[config.mk]
export PLATFORM = sky130hd
export DESIGN_NAME = keyword_operator_lexer
export DESIGN_NICKNAME = d
export VERILOG_FILES = /design/src/kol_pkg.sv /design/src/keyword_operator_lexer.sv
export SDC_FILE = /design/constraint.sdc
export NUM_CORES = 1
export LEC_CHECK = 0
export ABC_AREA = 1
export BUFFER_PORTS_ARGS = -buffer_cell sky130_fd_sc_hd__buf_2
export CORE_AREA = 2 2 162 164
export CTS_CLUSTER_DIAMETER = 50
export DETAILED_ROUTE_END_ITERATION = 16
export DIE_AREA = 0 0 164 166
export PLACE_DENSITY = 0.65
export SLEW_MARGIN = 10
export SYNTH_ARGS = -nofsm -noshare
export SYNTH_HDL_FRONTEND = slang
export SYNTH_SLANG_ARGS = --single-unit
[constraint.sdc]
create_clock -name clk -period 3.2 [get_ports clk]
set_input_delay 0 -clock clk [delete_from_list [all_inputs] [get_ports clk]]
set_output_delay 0 -clock clk [all_outputs]
set_load 0.03 [all_outputs]
[src/kol_pkg.sv]
// Package for the keyword/operator lexer: token kinds, keyword tables,
// token record type and sizing constants. No dependencies.
`default_nettype none

package kol_pkg;

    localparam int LEN_MAX  = 127;
    localparam int POS_BITS = 16;
    localparam int RUN_BITS = $clog2(LEN_MAX + 1);

    localparam int KEY_COUNT    = 6;
    localparam int KEY_IDX_BITS = 4;
    localparam int KEY_CHARS    = 1 << KEY_IDX_BITS;

    localparam int FIFO_DEPTH = 4;
    localparam int FIFO_PTR_BITS = $clog2(FIFO_DEPTH);
    localparam int FIFO_CNT_BITS = $clog2(FIFO_DEPTH + 1);

    localparam logic [4:0] K_PROGRAM     = 5'd0;
    localparam logic [4:0] K_PROGRAM_END = 5'd1;
    localparam logic [4:0] K_IF          = 5'd2;
    localparam logic [4:0] K_LOOP        = 5'd3;
    localparam logic [4:0] K_END_IF      = 5'd4;
    localparam logic [4:0] K_LOOP_END    = 5'd5;
    localparam logic [4:0] K_ASSIGN      = 5'd6;
    localparam logic [4:0] K_PLUS        = 5'd7;
    localparam logic [4:0] K_MINUS       = 5'd8;
    localparam logic [4:0] K_MUL         = 5'd9;
    localparam logic [4:0] K_DIV         = 5'd10;
    localparam logic [4:0] K_MOD         = 5'd11;
    localparam logic [4:0] K_LPAREN      = 5'd12;
    localparam logic [4:0] K_RPAREN      = 5'd13;
    localparam logic [4:0] K_SEMI        = 5'd14;
    localparam logic [4:0] K_COLON       = 5'd15;
    localparam logic [4:0] K_EQ          = 5'd16;
    localparam logic [4:0] K_NEQ         = 5'd17;
    localparam logic [4:0] K_GT          = 5'd18;
    localparam logic [4:0] K_LT          = 5'd19;
    localparam logic [4:0] K_GTE         = 5'd20;
    localparam logic [4:0] K_LTE         = 5'd21;
    localparam logic [4:0] K_AND         = 5'd22;
    localparam logic [4:0] K_OR          = 5'd23;
    localparam logic [4:0] K_ID          = 5'd24;
    localparam logic [4:0] K_NUM         = 5'd25;
    localparam logic [4:0] K_EOF         = 5'd26;
    localparam logic [4:0] K_INVALID     = 5'd27;

    // Keyword spellings, in kind order, padded with zero bytes.
    localparam logic [0:KEY_CHARS-1][7:0] KEY_TEXT [0:KEY_COUNT-1] = '{
        {"program", {9{8'h00}}},
        {"end_", "program", {5{8'h00}}},
        {"if", {14{8'h00}}},
        {"loop", {12{8'h00}}},
        {"end_if", {10{8'h00}}},
        {"end_", "loop", {8{8'h00}}}
    };

    localparam logic [KEY_IDX_BITS-1:0] KEY_LEN [0:KEY_COUNT-1] = '{
        4'd7, 4'd11, 4'd2, 4'd4, 4'd6, 4'd8
    };

    typedef struct packed {
        logic [4:0]  kind;
        logic [15:0] start;
        logic [6:0]  length;
        logic        last;
    } tok_t;

endpackage

`default_nettype wire

[src/keyword_operator_lexer.sv]
// Keyword/operator lexer top level: byte scanner and token output queue.
// Depends on kol_pkg for token kinds, keyword tables and the token record.
`default_nettype none

// The lexer takes one source byte per request on the text channel and ends a
// text with a request that has end_of_text set. It accepts a request in every
// cycle while its four-entry token queue holds at most two tokens, because one
// byte can close a pending token and emit another. Tokens leave the queue one
// per cycle on the token channel when not stalled, the earliest in the cycle
// after its byte, so the sustained byte rate is one per cycle unless the text
// produces tokens faster than the downstream side takes them. The end-of-file
// token carries token_last and returns the scanner to its reset state.
module keyword_operator_lexer (
    input  wire logic        clk,
    input  wire logic        rst_n,
    input  wire logic        text_valid,
    output logic             text_stall,
    input  wire logic [7:0]  ch,
    input  wire logic        end_of_text,
    output logic             token_valid,
    input  wire logic        token_stall,
    output logic [4:0]       token_kind,
    output logic [15:0]      token_start,
    output logic [6:0]       token_length,
    output logic             token_last
);

    typedef enum logic [4:0] {
        MODE_IDLE    = 5'b00001,
        MODE_IDENT   = 5'b00010,
        MODE_NUM     = 5'b00100,
        MODE_HOLD    = 5'b01000,
        MODE_COMMENT = 5'b10000
    } mode_t;

    localparam logic [kol_pkg::RUN_BITS-1:0] RUN_MAX = kol_pkg::RUN_BITS'(kol_pkg::LEN_MAX);
    localparam logic [kol_pkg::RUN_BITS-1:0] RUN_ONE = kol_pkg::RUN_BITS'(1);

    function automatic logic [kol_pkg::KEY_COUNT-1:0] key_next(
        input logic [kol_pkg::KEY_COUNT-1:0] cand,
        input logic [kol_pkg::RUN_BITS-1:0]  run,
        input logic [7:0]                    c
    );
        logic [kol_pkg::KEY_COUNT-1:0] r;
        r = cand;
        for (int k = 0; k < kol_pkg::KEY_COUNT; k++)
        begin
            if (run >= kol_pkg::RUN_BITS'(kol_pkg::KEY_LEN[k]))
            begin
                r[k] = 1'b0;
            end
            else if (kol_pkg::KEY_TEXT[k][run[kol_pkg::KEY_IDX_BITS-1:0]] != c)
            begin
                r[k] = 1'b0;
            end
        end
        return r;
    endfunction

    function automatic logic is_alpha(input logic [7:0] c);
        return (c inside {[8'h61:8'h7A], [8'h41:8'h5A]});
    endfunction

    function automatic logic is_digit(input logic [7:0] c);
        return (c inside {[8'h30:8'h39]});
    endfunction

    // Scanner state.
    mode_t                          mode_reg, mode_next;
    logic [7:0]                     held_reg, held_next;
    logic [15:0]                    begin_reg, begin_next;
    logic [kol_pkg::RUN_BITS-1:0]   run_reg, run_next;
    logic [kol_pkg::KEY_COUNT-1:0]  cand_reg, cand_next;
    logic [kol_pkg::POS_BITS-1:0]   pos_reg, pos_next;

    // Token queue.
    kol_pkg::tok_t                      fifo_mem [0:kol_pkg::FIFO_DEPTH-1];
    logic [kol_pkg::FIFO_PTR_BITS-1:0]  wr_ptr_reg, rd_ptr_reg;
    logic [kol_pkg::FIFO_CNT_BITS-1:0]  count_reg;

    logic          accept, pop;
    logic [15:0]   pos16;
    logic          is_word;

    kol_pkg::tok_t flush_tok, fresh_tok, pair_tok, eof_tok;
    logic          flush_v, fresh_v;
    kol_pkg::tok_t tok_a, tok_b, push0, push1;
    logic          a_v, b_v;
    logic [1:0]    push_n;

    // Fresh-scan state results.
    mode_t                          fresh_mode;
    logic [7:0]                     fresh_held;
    logic [15:0]                    fresh_begin;
    logic [kol_pkg::RUN_BITS-1:0]   fresh_run;
    logic [kol_pkg::KEY_COUNT-1:0]  fresh_cand;

    logic [4:0]    ident_kind;
    logic [4:0]    pair_kind;
    logic          pair_hit;

    assign text_stall = (count_reg > kol_pkg::FIFO_CNT_BITS'(kol_pkg::FIFO_DEPTH - 2));
    assign accept     = text_valid && !text_stall;
    assign pop        = token_valid && !token_stall;
    assign pos16      = 16'(pos_reg);
    assign is_word    = is_alpha(ch) || is_digit(ch) || (ch == 8'h5F);

    // First keyword whose spelling is fully matched, else identifier.
    always_comb
    begin
        ident_kind = kol_pkg::K_ID;
        for (int k = kol_pkg::KEY_COUNT - 1; k >= 0; k--)
        begin
            if (cand_reg[k] && run_reg == kol_pkg::RUN_BITS'(kol_pkg::KEY_LEN[k]))
            begin
                ident_kind = 5'(k);
            end
        end
    end

    // Token released by whatever the current mode holds; a held !, & or | releases none.
    always_comb
    begin
        flush_v   = 1'b0;
        flush_tok = '{kind: kol_pkg::K_ID, start: begin_reg,
                      length: 7'(run_reg), last: 1'b0};
        case (mode_reg)
            MODE_IDENT:
            begin
                flush_v        = 1'b1;
                flush_tok.kind = ident_kind;
            end
            MODE_NUM:
            begin
                flush_v        = 1'b1;
                flush_tok.kind = kol_pkg::K_NUM;
            end
            MODE_HOLD:
            begin
                flush_tok.length = 7'd1;
                flush_v          = 1'b1;
                case (held_reg)
                    8'h3D:   flush_tok.kind = kol_pkg::K_ASSIGN;
                    8'h3E:   flush_tok.kind = kol_pkg::K_GT;
                    8'h3C:   flush_tok.kind = kol_pkg::K_LT;
                    8'h2F:   flush_tok.kind = kol_pkg::K_DIV;
                    default: flush_v = 1'b0;
                endcase
            end
            default:
            begin
                flush_v = 1'b0;
            end
        endcase
    end

    // Scan of the current byte with no token in progress.
    always_comb
    begin
        fresh_mode  = MODE_IDLE;
        fresh_held  = held_reg;
        fresh_begin = begin_reg;
        fresh_run   = run_reg;
        fresh_cand  = cand_reg;
        fresh_v     = 1'b0;
        fresh_tok   = '{kind: kol_pkg::K_INVALID, start: pos16, length: 7'd1, last: 1'b0};
        if (ch inside {8'h20, [8'h09:8'h0D]})
        begin
            fresh_v = 1'b0;
        end
        else if (is_alpha(ch) || ch == 8'h5F)
        begin
            fresh_mode  = MODE_IDENT;
            fresh_begin = pos16;
            fresh_cand  = key_next('1, '0, ch);
            fresh_run   = RUN_ONE;
        end
        else if (is_digit(ch))
        begin
            fresh_mode  = MODE_NUM;
            fresh_begin = pos16;
            fresh_run   = RUN_ONE;
        end
        else if (ch inside {8'h3D, 8'h21, 8'h3E, 8'h3C, 8'h26, 8'h7C, 8'h2F})
        begin
            fresh_mode  = MODE_HOLD;
            fresh_held  = ch;
            fresh_begin = pos16;
        end
        else
        begin
            fresh_v = 1'b1;
            case (ch)
                8'h2B:   fresh_tok.kind = kol_pkg::K_PLUS;
                8'h2D:   fresh_tok.kind = kol_pkg::K_MINUS;
                8'h2A:   fresh_tok.kind = kol_pkg::K_MUL;
                8'h25:   fresh_tok.kind = kol_pkg::K_MOD;
                8'h3B:   fresh_tok.kind = kol_pkg::K_SEMI;
                8'h3A:   fresh_tok.kind = kol_pkg::K_COLON;
                8'h28:   fresh_tok.kind = kol_pkg::K_LPAREN;
                8'h29:   fresh_tok.kind = kol_pkg::K_RPAREN;
                default: fresh_tok.kind = kol_pkg::K_INVALID;
            endcase
        end
    end

    // Two-character operators formed with the held byte.
    always_comb
    begin
        pair_hit  = 1'b1;
        pair_kind = kol_pkg::K_EQ;
        if (ch == 8'h3D && held_reg == 8'h3D)      pair_kind = kol_pkg::K_EQ;
        else if (ch == 8'h3D && held_reg == 8'h21) pair_kind = kol_pkg::K_NEQ;
        else if (ch == 8'h3D && held_reg == 8'h3E) pair_kind = kol_pkg::K_GTE;
        else if (ch == 8'h3D && held_reg == 8'h3C) pair_kind = kol_pkg::K_LTE;
        else if (ch == 8'h26 && held_reg == 8'h26) pair_kind = kol_pkg::K_AND;
        else if (ch == 8'h7C && held_reg == 8'h7C) pair_kind = kol_pkg::K_OR;
        else                                       pair_hit  = 1'b0;
        pair_tok = '{kind: pair_kind, start: begin_reg, length: 7'd2, last: 1'b0};
        eof_tok  = '{kind: kol_pkg::K_EOF, start: pos16, length: 7'd0, last: 1'b1};
    end

    // Next state and up to two tokens for the accepted byte.
    always_comb
    begin
        mode_next  = mode_reg;
        held_next  = held_reg;
        begin_next = begin_reg;
        run_next   = run_reg;
        cand_next  = cand_reg;
        pos_next   = pos_reg + kol_pkg::POS_BITS'(1);
        a_v        = 1'b0;
        b_v        = 1'b0;
        tok_a      = flush_tok;
        tok_b      = fresh_tok;
        if (end_of_text)
        begin
            a_v        = flush_v;
            b_v        = 1'b1;
            tok_b      = eof_tok;
            mode_next  = MODE_IDLE;
            held_next  = '0;
            begin_next = '0;
            run_next   = '0;
            cand_next  = '1;
            pos_next   = '0;
        end
        else
        begin
            // Default path: close what is pending and scan the byte afresh.
            a_v        = flush_v;
            b_v        = fresh_v;
            mode_next  = fresh_mode;
            held_next  = fresh_held;
            begin_next = fresh_begin;
            run_next   = fresh_run;
            cand_next  = fresh_cand;
            case (mode_reg)
                MODE_IDENT:
                begin
                    if (is_word)
                    begin
                        a_v        = 1'b0;
                        b_v        = 1'b0;
                        mode_next  = mode_reg;
                        held_next  = held_reg;
                        begin_next = begin_reg;
                        cand_next  = key_next(cand_reg, run_reg, ch);
                        run_next   = (run_reg < RUN_MAX) ? run_reg + RUN_ONE : run_reg;
                    end
                end
                MODE_NUM:
                begin
                    if (is_digit(ch))
                    begin
                        a_v        = 1'b0;
                        b_v        = 1'b0;
                        mode_next  = mode_reg;
                        held_next  = held_reg;
                        begin_next = begin_reg;
                        cand_next  = cand_reg;
                        run_next   = (run_reg < RUN_MAX) ? run_reg + RUN_ONE : run_reg;
                    end
                end
                MODE_COMMENT:
                begin
                    a_v        = 1'b0;
                    b_v        = 1'b0;
                    mode_next  = (ch == 8'h0A) ? MODE_IDLE : MODE_COMMENT;
                    held_next  = held_reg;
                    begin_next = begin_reg;
                    run_next   = run_reg;
                    cand_next  = cand_reg;
                end
                MODE_HOLD:
                begin
                    if ((held_reg == 8'h2F && ch == 8'h2F) || pair_hit)
                    begin
                        a_v        = pair_hit;
                        b_v        = 1'b0;
                        tok_a      = pair_tok;
                        mode_next  = pair_hit ? MODE_IDLE : MODE_COMMENT;
                        held_next  = held_reg;
                        begin_next = begin_reg;
                        run_next   = run_reg;
                        cand_next  = cand_reg;
                    end
                end
                default:
                begin
                    a_v = 1'b0;
                end
            endcase
        end
        push0  = a_v ? tok_a : tok_b;
        push1  = tok_b;
        push_n = accept ? (2'(a_v) + 2'(b_v)) : 2'd0;
    end

    always_ff @(posedge clk or negedge rst_n)
    begin
        if (!rst_n)
        begin
            mode_reg   <= MODE_IDLE;
            held_reg   <= '0;
            begin_reg  <= '0;
            run_reg    <= '0;
            cand_reg   <= '1;
            pos_reg    <= '0;
            wr_ptr_reg <= '0;
            rd_ptr_reg <= '0;
            count_reg  <= '0;
        end
        else
        begin
            if (accept)
            begin
                mode_reg  <= mode_next;
                held_reg  <= held_next;
                begin_reg <= begin_next;
                run_reg   <= run_next;
                cand_reg  <= cand_next;
                pos_reg   <= pos_next;
            end
            wr_ptr_reg <= wr_ptr_reg + kol_pkg::FIFO_PTR_BITS'(push_n);
            if (pop)
            begin
                rd_ptr_reg <= rd_ptr_reg + kol_pkg::FIFO_PTR_BITS'(1);
            end
            count_reg <= count_reg + kol_pkg::FIFO_CNT_BITS'(push_n)
                         - kol_pkg::FIFO_CNT_BITS'(pop);
        end
    end

    always_ff @(posedge clk)
    begin
        if (push_n != 2'd0)
        begin
            fifo_mem[wr_ptr_reg] <= push0;
        end
        if (push_n == 2'd2)
        begin
            fifo_mem[wr_ptr_reg + kol_pkg::FIFO_PTR_BITS'(1)] <= push1;
        end
    end

    assign token_valid  = (count_reg != '0);
    assign token_kind   = fifo_mem[rd_ptr_reg].kind;
    assign token_start  = fifo_mem[rd_ptr_reg].start;
    assign token_length = fifo_mem[rd_ptr_reg].length;
    assign token_last   = fifo_mem[rd_ptr_reg].last;

endmodule

`default_nettype wire
Yosys cells after proc, flatten, opt, wreduce, memory -nomap -nowiden
Memory sizes are Yosys's and may differ from the RTL's.
Cells that the tools add are included.
{"block": "classes", "order_cmp": 17, "add_sub_neg": 8, "n_reduce_logical": 41, "n_eq_ne": 56, "bitwise": 1, "n_mux": 126}
{"operator": "$eq 8x6->1 const B", "count": 21}
{"operator": "$mux 8", "count": 20}
{"operator": "$mux 29", "count": 5}
{"operator": "$mux 16", "count": 9}
{"operator": "$mux 5", "count": 16}
{"operator": "$pmux 16 s4", "count": 1}
{"operator": "$mux 7", "count": 9}
{"operator": "$ne 8x8->1", "count": 6}
{"operator": "$pmux 5 s4", "count": 2}
{"operator": "$pmux 5 s8", "count": 1}
{"operator": "$mux 1", "count": 39}
{"operator": "$mux 6", "count": 6}
{"operator": "$reduce_and 5->1", "count": 7}
{"operator": "$ne 7x8->1 const A", "count": 4}
{"operator": "$pmux 8 s4", "count": 1}
{"operator": "$ne 5x5->1 const B", "count": 6}
{"operator": "$pmux 7 s4", "count": 1}
{"operator": "$eq 8x7->1 const B", "count": 3}
{"operator": "$pmux 6 s4", "count": 1}
{"operator": "$eq 7x3->1 const B", "count": 3}
{"operator": "$ge 7x3->1 const B", "count": 3}
{"operator": "$logic_and 1x1->1", "count": 19}
{"operator": "$mux 3", "count": 6}
{"operator": "$add 16x1->16 const B", "count": 1}
{"operator": "42 further kinds", "count": 59}
{"block": "word_totals", "romBits": 768, "input_bits": 13, "wordCells": 270, "regBits": 65, "out_inout_bits": 31, "n_memories": 7, "ramBits": 116}
{"memory": "(no name shown)", "words": 16, "word_bits": 8, "rd": 1, "rd_clocked_by_memory_dff": 0, "wr": 0, "line": "keyword_operator_lexer.sv:52", "rtl": "else if (kol_pkg::KEY_TEXT[k][run[kol_pkg::KEY_IDX_BITS-1:0]] != c)"}
{"memory": "(no name shown)", "words": 16, "word_bits": 8, "rd": 1, "rd_clocked_by_memory_dff": 0, "wr": 0, "line": "keyword_operator_lexer.sv:52"}
{"memory": "(no name shown)", "words": 16, "word_bits": 8, "rd": 1, "rd_clocked_by_memory_dff": 0, "wr": 0, "line": "keyword_operator_lexer.sv:52"}
{"memory": "(no name shown)", "words": 16, "word_bits": 8, "rd": 1, "rd_clocked_by_memory_dff": 0, "wr": 0, "line": "keyword_operator_lexer.sv:52"}
{"memory": "(no name shown)", "words": 16, "word_bits": 8, "rd": 1, "rd_clocked_by_memory_dff": 0, "wr": 0, "line": "keyword_operator_lexer.sv:52"}
{"memory": "(no name shown)", "words": 16, "word_bits": 8, "rd": 1, "rd_clocked_by_memory_dff": 0, "wr": 0, "line": "keyword_operator_lexer.sv:52"}
{"memory": "+1 memories"}

Longest topological paths before layout
Gate-level depths: netlist (run 1).
{"block": "logic_depth", "depth_word": 17, "ltp_mapped": 25, "ltp_nobuf": 24}

Least setup slack after synthesis (run 1)
No wires, ideal clock.
{"block": "synth_timing", "path_kind": "register to register", "from": "register mode_reg[0]", "to": "memory fifo_mem[3][0] in the netlist's numbering, enable pin", "setup_slack_ps": -283, "setup_time_ps": 380, "t_required_ps": 2820, "period_less_slack_ps": 3483, "path_buffers": 2, "path_stages_with_launch": 21, "arrival_time_ps": 3103, "cell_sequence": "dfstp_2 -> nor2_1 -> nand4_1 -> inv_1 -> nand2_1 -> nand2_1 -> inv_1 -> nand3_1 -> nand2_2 -> nand3_4 -> nand2_4 -> inv_4 -> buf_4 -> ha_1 -> inv_1 -> nor2_1 -> nor2_1 -> nor2_1 -> buf_2 -> inv_1 -> nand2_1"}
{"item": "start: declaration", "line": "keyword_operator_lexer.sv:69", "rtl": "mode_t mode_reg, mode_next;"}
{"item": "start signal: assignment", "line": "keyword_operator_lexer.sv:338", "rtl": "mode_reg <= mode_next;"}
{"item": "end: declaration", "line": "keyword_operator_lexer.sv:77", "rtl": "kol_pkg::tok_t fifo_mem [0:kol_pkg::FIFO_DEPTH-1];"}

Worst setup path after layout (run 1)
{"block": "layout_timing", "from": "input ch[4]", "to": "register count_reg[2] in the netlist's numbering"}
{"block": "layout_between", "elab_chain_cells": 16, "elab_cells_between_ends": 59, "cone_classes": "add/sub (3); order compare (8); eq/ne (9); mux (21); reduce/logical (18)"}
{"item": "start: declaration", "line": "keyword_operator_lexer.sv:18", "rtl": "input wire logic [7:0] ch,"}
{"item": "$eq 8x7->1", "line": "keyword_operator_lexer.sv:184, keyword_operator_lexer.sv:217"}
{"item": "$logic_and 1x1->1", "line": "keyword_operator_lexer.sv:217", "rtl": "else if (ch == 8'h7C && held_reg == 8'h7C) pair_kind = kol_pkg::K_OR;"}
{"item": "$mux 1", "line": "keyword_operator_lexer.sv:217"}
{"item": "$mux 1", "line": "keyword_operator_lexer.sv:216", "rtl": "else if (ch == 8'h26 && held_reg == 8'h26) pair_kind = kol_pkg::K_AND;"}
{"item": "$mux 1", "line": "keyword_operator_lexer.sv:215", "rtl": "else if (ch == 8'h3D && held_reg == 8'h3C) pair_kind = kol_pkg::K_LTE;"}
{"item": "$mux 1", "line": "keyword_operator_lexer.sv:214", "rtl": "else if (ch == 8'h3D && held_reg == 8'h3E) pair_kind = kol_pkg::K_GTE;"}
{"item": "$mux 1", "line": "keyword_operator_lexer.sv:213", "rtl": "else if (ch == 8'h3D && held_reg == 8'h21) pair_kind = kol_pkg::K_NEQ;"}
{"item": "$mux 1", "line": "keyword_operator_lexer.sv:212", "rtl": "if (ch == 8'h3D && held_reg == 8'h3D) pair_kind = kol_pkg::K_EQ;"}
{"item": "$logic_or 1x1->1", "line": "keyword_operator_lexer.sv:297", "rtl": "if ((held_reg == 8'h2F && ch == 8'h2F) || pair_hit)"}
{"item": "$mux 1", "line": "keyword_operator_lexer.sv:297"}
{"item": "$pmux 1 s4 or $pmux 1 s3 (tied branches)", "line": "keyword_operator_lexer.sv:258", "rtl": "case (mode_reg)"}
{"item": "$mux 1", "line": "keyword_operator_lexer.sv:236", "rtl": "if (end_of_text)"}
{"item": "$add 1x1->2 *", "line": "keyword_operator_lexer.sv:317", "rtl": "push_n = accept ? (2'(a_v) + 2'(b_v)) : 2'd0;"}
{"item": "$mux 2 *", "line": "keyword_operator_lexer.sv:317"}
{"item": "$add 3x2->3 *", "line": "keyword_operator_lexer.sv:350", "rtl": "count_reg <= count_reg + kol_pkg::FIFO_CNT_BITS'(push_n)"}
{"item": "$sub 3x1->3 *", "line": "keyword_operator_lexer.sv:351", "rtl": "- kol_pkg::FIFO_CNT_BITS'(pop);"}
{"item": "end signal: assignment", "line": "keyword_operator_lexer.sv:350"}
{"item": "end: declaration", "line": "keyword_operator_lexer.sv:79", "rtl": "logic [kol_pkg::FIFO_CNT_BITS-1:0] count_reg;"}
Every way passes the cells marked *; elsewhere a longest branch is shown, timed or not.
A chain may end at the register's enable or synchronous reset.

==> results of run 1 <==
==> Yosys cell counts (9+ instances only) <==
master	count	area (sq um)
edfxtp_1	92	2760
nand2_2	35	219
dfrtp_1	58	1450
nor2_1	152	571
buf_4	9	67.6
o21ai_0	114	571
a21oi_1	24	120
inv_2	12	45.0
nand2_1	388	1460
o22ai_1	34	213
o31ai_2	14	175
xor2_1	18	158
clkbuf_1	40	150
inv_1	126	473
dfxtp_1	24	480
nand3_1	199	996
nand4_1	13	81.3
buf_2	14	70.1
ha_1	15	188
nor3_1	22	110
==> per-stage QoR <==
step	total power, mW	setup WS [ns]	hold WS (ns)
2_1_floorplan	5.57	0.0619	-0.296
3_3_place_gp	6.63	0.00659	0.191
3_5_place_dp	6.69	-0.00204	0.196
4_1_cts	8.86	0.00832	0.00151
5_1_grt	9.39	-0.0222	0.0416
6_report	8.89	0.161	0.0149
==> cell type report <==
cell class | instances | area share, %
Clock buffer | 17 | 3.31
Clock inverter | 15 | 1.50
Inverter | 140 | 4.21
Sequential cell | 181 | 38.0
Tap cell | 335 | 3.27
Multi-Input combinational cell | 1103 | 43.5
Timing Repair Buffer | 109 | 6.15
==> layer usage <==
layer  global-route usage (%)  wire [um]  vias up
li1                         -          -     5140
met3                     5.37       3190       70
met4                     8.05        765        2
met5                        0          7        -
met1                     35.3      14700     5092
met2                     41.7      16400      513
==> power by group through the flow <==
| stage | combinational [mW] | sequential (mW) | clock, mW |
|---|---|---|---|
| 6_report | 3.60 | 3.11 | 2.18 |
| 5_1_grt | 3.94 | 3.16 | 2.29 |
| 4_1_cts | 3.55 | 3.11 | 2.20 |
| 3_5_place_dp | 3.53 | 3.16 | 0 |
| 3_3_place_gp | 3.48 | 3.14 | 0 |
| 2_1_floorplan | 2.49 | 3.09 | 0 |
==> kinds of logic after synthesis <==
group           after synthesis  synth area share, %
compound gates              227                 12.4
simple gates                838                 32.8
xor+xnor                     22                 1.71
buf+inv                     212                 7.96
fa+ha+maj                    16                 1.84
flops                       181                 43.3
==> path summary, 6_finish.rpt <==
| check | startpoint | end | slack [ns] |
|---|---|---|---|
| hold / removal | ch[6] | held_reg[6] | 0.01 |
| setup reg to reg | held_reg[6] | count_reg[2] | 0.17 |
| hold reg to reg | fifo_mem[2][3] | fifo_mem[2][3] | 0.47 |
| setup / recovery | ch[4] | count_reg[2] | 0.16 |
| max in group asynchronous | rst_n | begin_reg[10] | 1.99 |
| min in group asynchronous | rst_n | run_reg[2] | 0.24 |
==> repair_timing <==
item	in CTS	in global routing
endpoints found under the setup margin	26	172
hold buffers	3	0
cloned	0	1
buffers inserted	0	6
hold endpoints to repair	32	0
gates resized for setup	2	24
pin swaps	0	6
==> worst max-delay path, delay by kind of cell <==
family | cells | cell delay [ns]
compound gates | 1 | 0.05
fa+ha+maj | 4 | 1.09
simple gates | 10 | 1.03
buf+inv | 7 | 1.07
xor+xnor | 1 | 0.13
==> run_results.csv, run 1 <==
group,metric,value,unit
outcome,status,"completed",
die,die_height,166,um
placement,place.gp.congestion,1.00,
die,die_w,164,um
placement,dpl_cell_area,12000,sq um
finish,largest_reg_flops,116,
hold_path,hold_depth,3,
sta,fmax,329,MHz
detailed_routing,wl,35000,um
sta,period_needed,3.04,ns
sta,fin_crit_sh,95.0,%
worst_setup_path,worst_setup_path_end_kind,"flip-flop",
global_route,grt_pass1_wl,55200,um
global_route,grt_overflow,0,
pwr,switching_share,43.3,%
placement,hpwl,23200,um
clock_tree,cts.clk_slew.worst_paths,0.07,ns
yosys,synthesis.area_per_instance,7.54,sq um
worst_setup_path,crit_path_max_incr_delay,0.54,ns
global_route,grt_start_max_net_pins,61,
worst_setup_path,crit_path_frequent_cell,"inv_1",
placement,dp_cells,1858,
detailed_routing,vias_per_cell,5.69,
die,num_rows,59,
yosys,syn_inst,1496,
global_route,track_usage,26.0,%
finish,fill_cells,2430,
hold_path,hp-class,"input pin to flip-flop",
die,ios,44,
finish,final_cell_mix,"381 x nand2_1, 198 x nand3_1, 144 x nor2_1",
detailed_routing,vias,10800,
finish,regArea,4880,sq um
worst_setup_path,path_class,"input pin to flip-flop",
die,design.die.area,27200,sq um
finish,post_layout_nonfiller_instances,1900,
clock_tree,htreeDepth,4,
worst_setup_path,cp.required,3.53,ns
job,cap_violations,0,
pwr,intPower,5.04,mW
clock_tree,cts_tree,"done",
clock_tree,cts.sinks,181,
pwr,p_switching,3.85,mW
global_route,grt_pass1_vias,10200,
worst_setup_path,crit_chain,"dlygate4sd3_1, buf_2, inv_1, nand3_2, nor2_1, nand2_1, nand2_2, nor2_2, nand3_2, nand2_2, nand2_2, nand2_2, inv_1, a21oi_2, ha_4, inv_1, nor2_2, inv_1, ha_1, inv_1, ha_1, fa_2, xnor2_1",
die,core,25600,sq um
worst_setup_path,startpoint_type,"input pin",
placement,port_buffers,43,
pwr,peakVddDrop,0.447,mV
yosys,synth_cell_types,53,
finish,areaGrowthSynthToFinish,13.8,%
finish,fin_util,50.1,%
finish,drive_above_1_share,16.7,%
yosys,netlist_area,11300,sq um
yosys,synth_nets,1525,
finish,final_common_cell,"nand2_1",
worst_setup_path,crit_arrival,3.37,ns
sta,worst_pin_slew,0.960,ns
yosys,yosysSeqAreaShare,43.3,%
yosys,yosysWarnings,0,
sta,drv_slew,0,
detailed_routing,route.detailed.drc,0,
sta,max_slew_margin,36.0,%
yosys,synth_seq_cells,181,
detailed_routing,drt-initial-drc-count,1284,
detailed_routing,drtAntennaViolNets,0,
worst_setup_path,worst_r2r_path_depth,21,
clock_tree,cts_buffer_depth,2,
sta,setup_viol,0,
worst_setup_path,critPathSlowestCell,"dlygate4sd3_1",
yosys,ys.flop_type,"edfxtp_1",
clock_tree,numCtsBuffers,17,
sta,tns,0,ns
worst_setup_path,worstPathMaxFanout,8,
yosys,synth-edff-count,92,
detailed_routing,wire_per_inst,18.4,um
pwr,p_per_area,693,nW/um^2
finish,final_area,12800,sq um
sta,hold_viol,0,
finish,multi_input_area,5590,sq um
pwr,clockPowerShare,24.5,%
sta,fin_skew,0.0146,ns
finish,fin_nets,1581,
pwr,seqPwrFrac,35.0,%
global_route,antenna_found_initial,1,
die,start_util,44.0,%
yosys,synthArstFlopShare,35.9,%
detailed_routing,dr.pass1.iters,6,
clock_tree,root_buffer,"clkbuf_16",
pwr,power_frac_comb,40.5,%
pwr,cellLeakagePower,5.73,nW
finish,n_antenna_cell,0,
clock_tree,clk-insertion-delay-late,0.45,ns
No activity file was read; power rests on OpenSTA's default activity.
==> inputs of run 2 (changes only) <==
==> constraint.sdc (replaced) <==
create_clock -name clk -period 3.2 [get_ports clk]
set_input_delay 0.8 -clock clk [delete_from_list [all_inputs] [get_ports clk]]
set_output_delay 0.8 -clock clk [all_outputs]
set_load 0.03 [all_outputs]
==> run 2 against run 1 <==
  * Sequential share of layout area decreased by 1.8 points
  * Register-to-register slack about the same
  * Sequential power about the same
  * Total power decreased by 0.28%
  * Cell count increased by 3.1%
  * Combinational power about the same
  * Clock-buffer cell count unchanged
  * Highest routed layer is now met4
  * Clock skew decreased by 0.0012 ns
  * Cell area increased by 4.9%
  * Die area unchanged
  * Critical path depth decreased by 2
  * Wire length decreased by 3.6%
==> run_results.csv, run 2 (synthesized netlist as in run 1, its figures left out) <==
group,metric,value,unit
detailed_routing,vias_per_cell,5.51,
hold_path,hp-class,"flip-flop to flip-flop",
sta,fin_crit_sh,97.7,%
clock_tree,cts_tree,"done",
global_route,grt_pass1_wl,54700,um
sta,worst_slack,0.0742,ns
sta,drv_slew,0,
placement,hpwl,23500,um
finish,final_cell_mix,"375 x nand2_1, 197 x nand3_1, 136 x nor2_1",
clock_tree,root_buffer,"clkbuf_16",
die,start_util,44.0,%
global_route,antenna_found_initial,0,
pwr,p_per_area,658,nW/um^2
sta,tns,0,ns
worst_setup_path,startpoint,"ch[4]",
clock_tree,cts.sinks,181,
global_route,track_usage,25.4,%
sta,worst_pin_slew,0.999,ns
outcome,status,"completed",
clock_tree,htreeDepth,4,
sta,fin_skew,0.0133,ns
finish,final_common_cell,"nand2_1",
worst_setup_path,regToRegSetupSlack,0.18,ns
finish,fin_nets,1640,
worst_setup_path,r2r_end,"count_reg[1]",
clock_tree,cts.clk_slew.worst_paths,0.08,ns
clock_tree,clk-insertion-delay-late,0.43,ns
worst_setup_path,worst_setup_path_end_kind,"flip-flop",
detailed_routing,wl,33800,um
worst_setup_path,startpoint_type,"input pin",
finish,areaGrowthSynthToFinish,19.4,%
pwr,cellLeakagePower,6.13,nW
die,ios,44,
finish,n_antenna_cell,0,
pwr,peakVddDrop,0.354,mV
sta,setup_viol,0,
detailed_routing,route.detailed.drc,0,
finish,final_area,13500,sq um
finish,fin_util,52.6,%
worst_setup_path,path_class,"input pin to flip-flop",
die,num_rows,59,
die,core,25600,sq um
detailed_routing,drt-initial-drc-count,887,
worst_setup_path,reg2reg_from,"held_reg[2]",
global_route,grt_pass1_vias,10300,
worst_setup_path,cp-endpoint,"count_reg[1]",
sta,hold_viol,0,
worst_setup_path,crit_arrival,3.50,ns
placement,place.gp.congestion,0.948,
placement,post-place-ws,-0.453,ns
die,die_height,166,um
clock_tree,numCtsBuffers,17,
placement,dpl_cell_area,12700,sq um
detailed_routing,dr.pass1.iters,7,
finish,drive_above_1_share,21.2,%
detailed_routing,drtAntennaViolNets,0,
worst_setup_path,worst_r2r_path_depth,20,
sta,period_needed,3.13,ns
clock_tree,cts_hold_buf,0,
clock_tree,cts_buffer_depth,2,
die,die_w,164,um
die,design.die.area,27200,sq um
detailed_routing,wire_per_inst,17.2,um
worst_setup_path,cp.required,3.57,ns
worst_setup_path,worstPathMaxFanout,5,
detailed_routing,vias,10800,
placement,port_buffers,43,
sta,max_slew_margin,33.4,%
finish,largest_reg_flops,116,
global_route,grt_overflow,0,
job,cap_violations,0,
global_route,grt_start_max_net_pins,61,
sta,fmax,320,MHz
==> run 2: changes by cell type in the layout (fill, tap and decap cells not counted), moves of 3 or more <==
| cell | delta |
|---|---|
| buf_2 | -4 |
| nand2_4 | +8 |
| inv_1 | -6 |
| inv_2 | +4 |
| nand2_8 | +4 |
| buf_4 | +65 |
| dlygate4sd3_1 | -3 |
| nor2_1 | -8 |
| nor2_4 | +7 |
| nand2_1 | -6 |
| nand2_2 | -5 |
==> run 2: critical path, stage by stage <==
cell and delay [ns]:
buf_2 0.13, nand2_2 0.11, inv_1 0.07, nand2_1 0.11
nor2_2 0.08, nand3_1 0.10, nand3_1 0.08, nor2_1 0.15
nand3_1 0.10, nand2_2 0.09, nand3_4 0.09, nand2_4 0.10
inv_4 0.04, ha_4 0.26, inv_2 0.04, nor2_4 0.12
inv_2 0.05, ha_1 0.26, inv_1 0.04, ha_2 0.17
fa_2 0.52
==> run 2: metrics by stage <==
stage	cells	hold WS [ns]	power, mW
after floorplan	1496	0.446	5.64
after global placement	1919	0.455	6.69
after detailed placement	1919	0.459	6.77
after CTS	1951	0.473	8.87
after global routing	1959	0.493	9.40
final	1959	0.469	8.86
==> run 2: worst min path at each step <==
stage          depth (start not counted)      startpoint             end
2_1_floorplan                          2  fifo_mem[1][2]  fifo_mem[1][2]
3_3_place_gp                           2  fifo_mem[1][3]  fifo_mem[1][3]
3_5_place_dp                           2  fifo_mem[2][5]  fifo_mem[2][5]
4_1_cts                                2  fifo_mem[1][4]  fifo_mem[1][4]
5_1_grt                                2  fifo_mem[2][6]  fifo_mem[2][6]
6_report                               2  fifo_mem[3][5]  fifo_mem[3][5]
==> run 2: final cells by class <==
| type | count | area [sq um] |
|---|---|---|
| Fill cell | 2441 | 12200 |
| Clock buffer | 17 | 425 |
| Sequential cell | 181 | 4880 |
| Tap cell | 335 | 419 |
| Clock inverter | 15 | 174 |
| Inverter | 140 | 548 |
| Multi-Input combinational cell | 1104 | 5800 |
| Timing Repair Buffer | 167 | 1220 |
==> run 2: what timing repair did <==
| item | CTS | global route |
|---|---|---|
| setup endpoints to repair | 5 | 209 |
| buffers inserted | 0 | 7 |
| cloned | 0 | 1 |
| gates resized for setup | 1 | 45 |
| pin swaps | 0 | 15 |
==> run 2: metal layers <==
layer  track usage, %  part of all wire, %
met3             2.95                  6.7
met5                0                    0
met4             8.01                  2.6
met2             41.3                   47
met1             35.5                   43
==> run 2: power by group <==
group          leakage (nW)  switching (mW)  internal (mW)
clock network         0.294            1.06           1.06
logic                  3.92            2.51           1.10
registers              1.92           0.252           2.88
total                  6.13            3.82           5.05
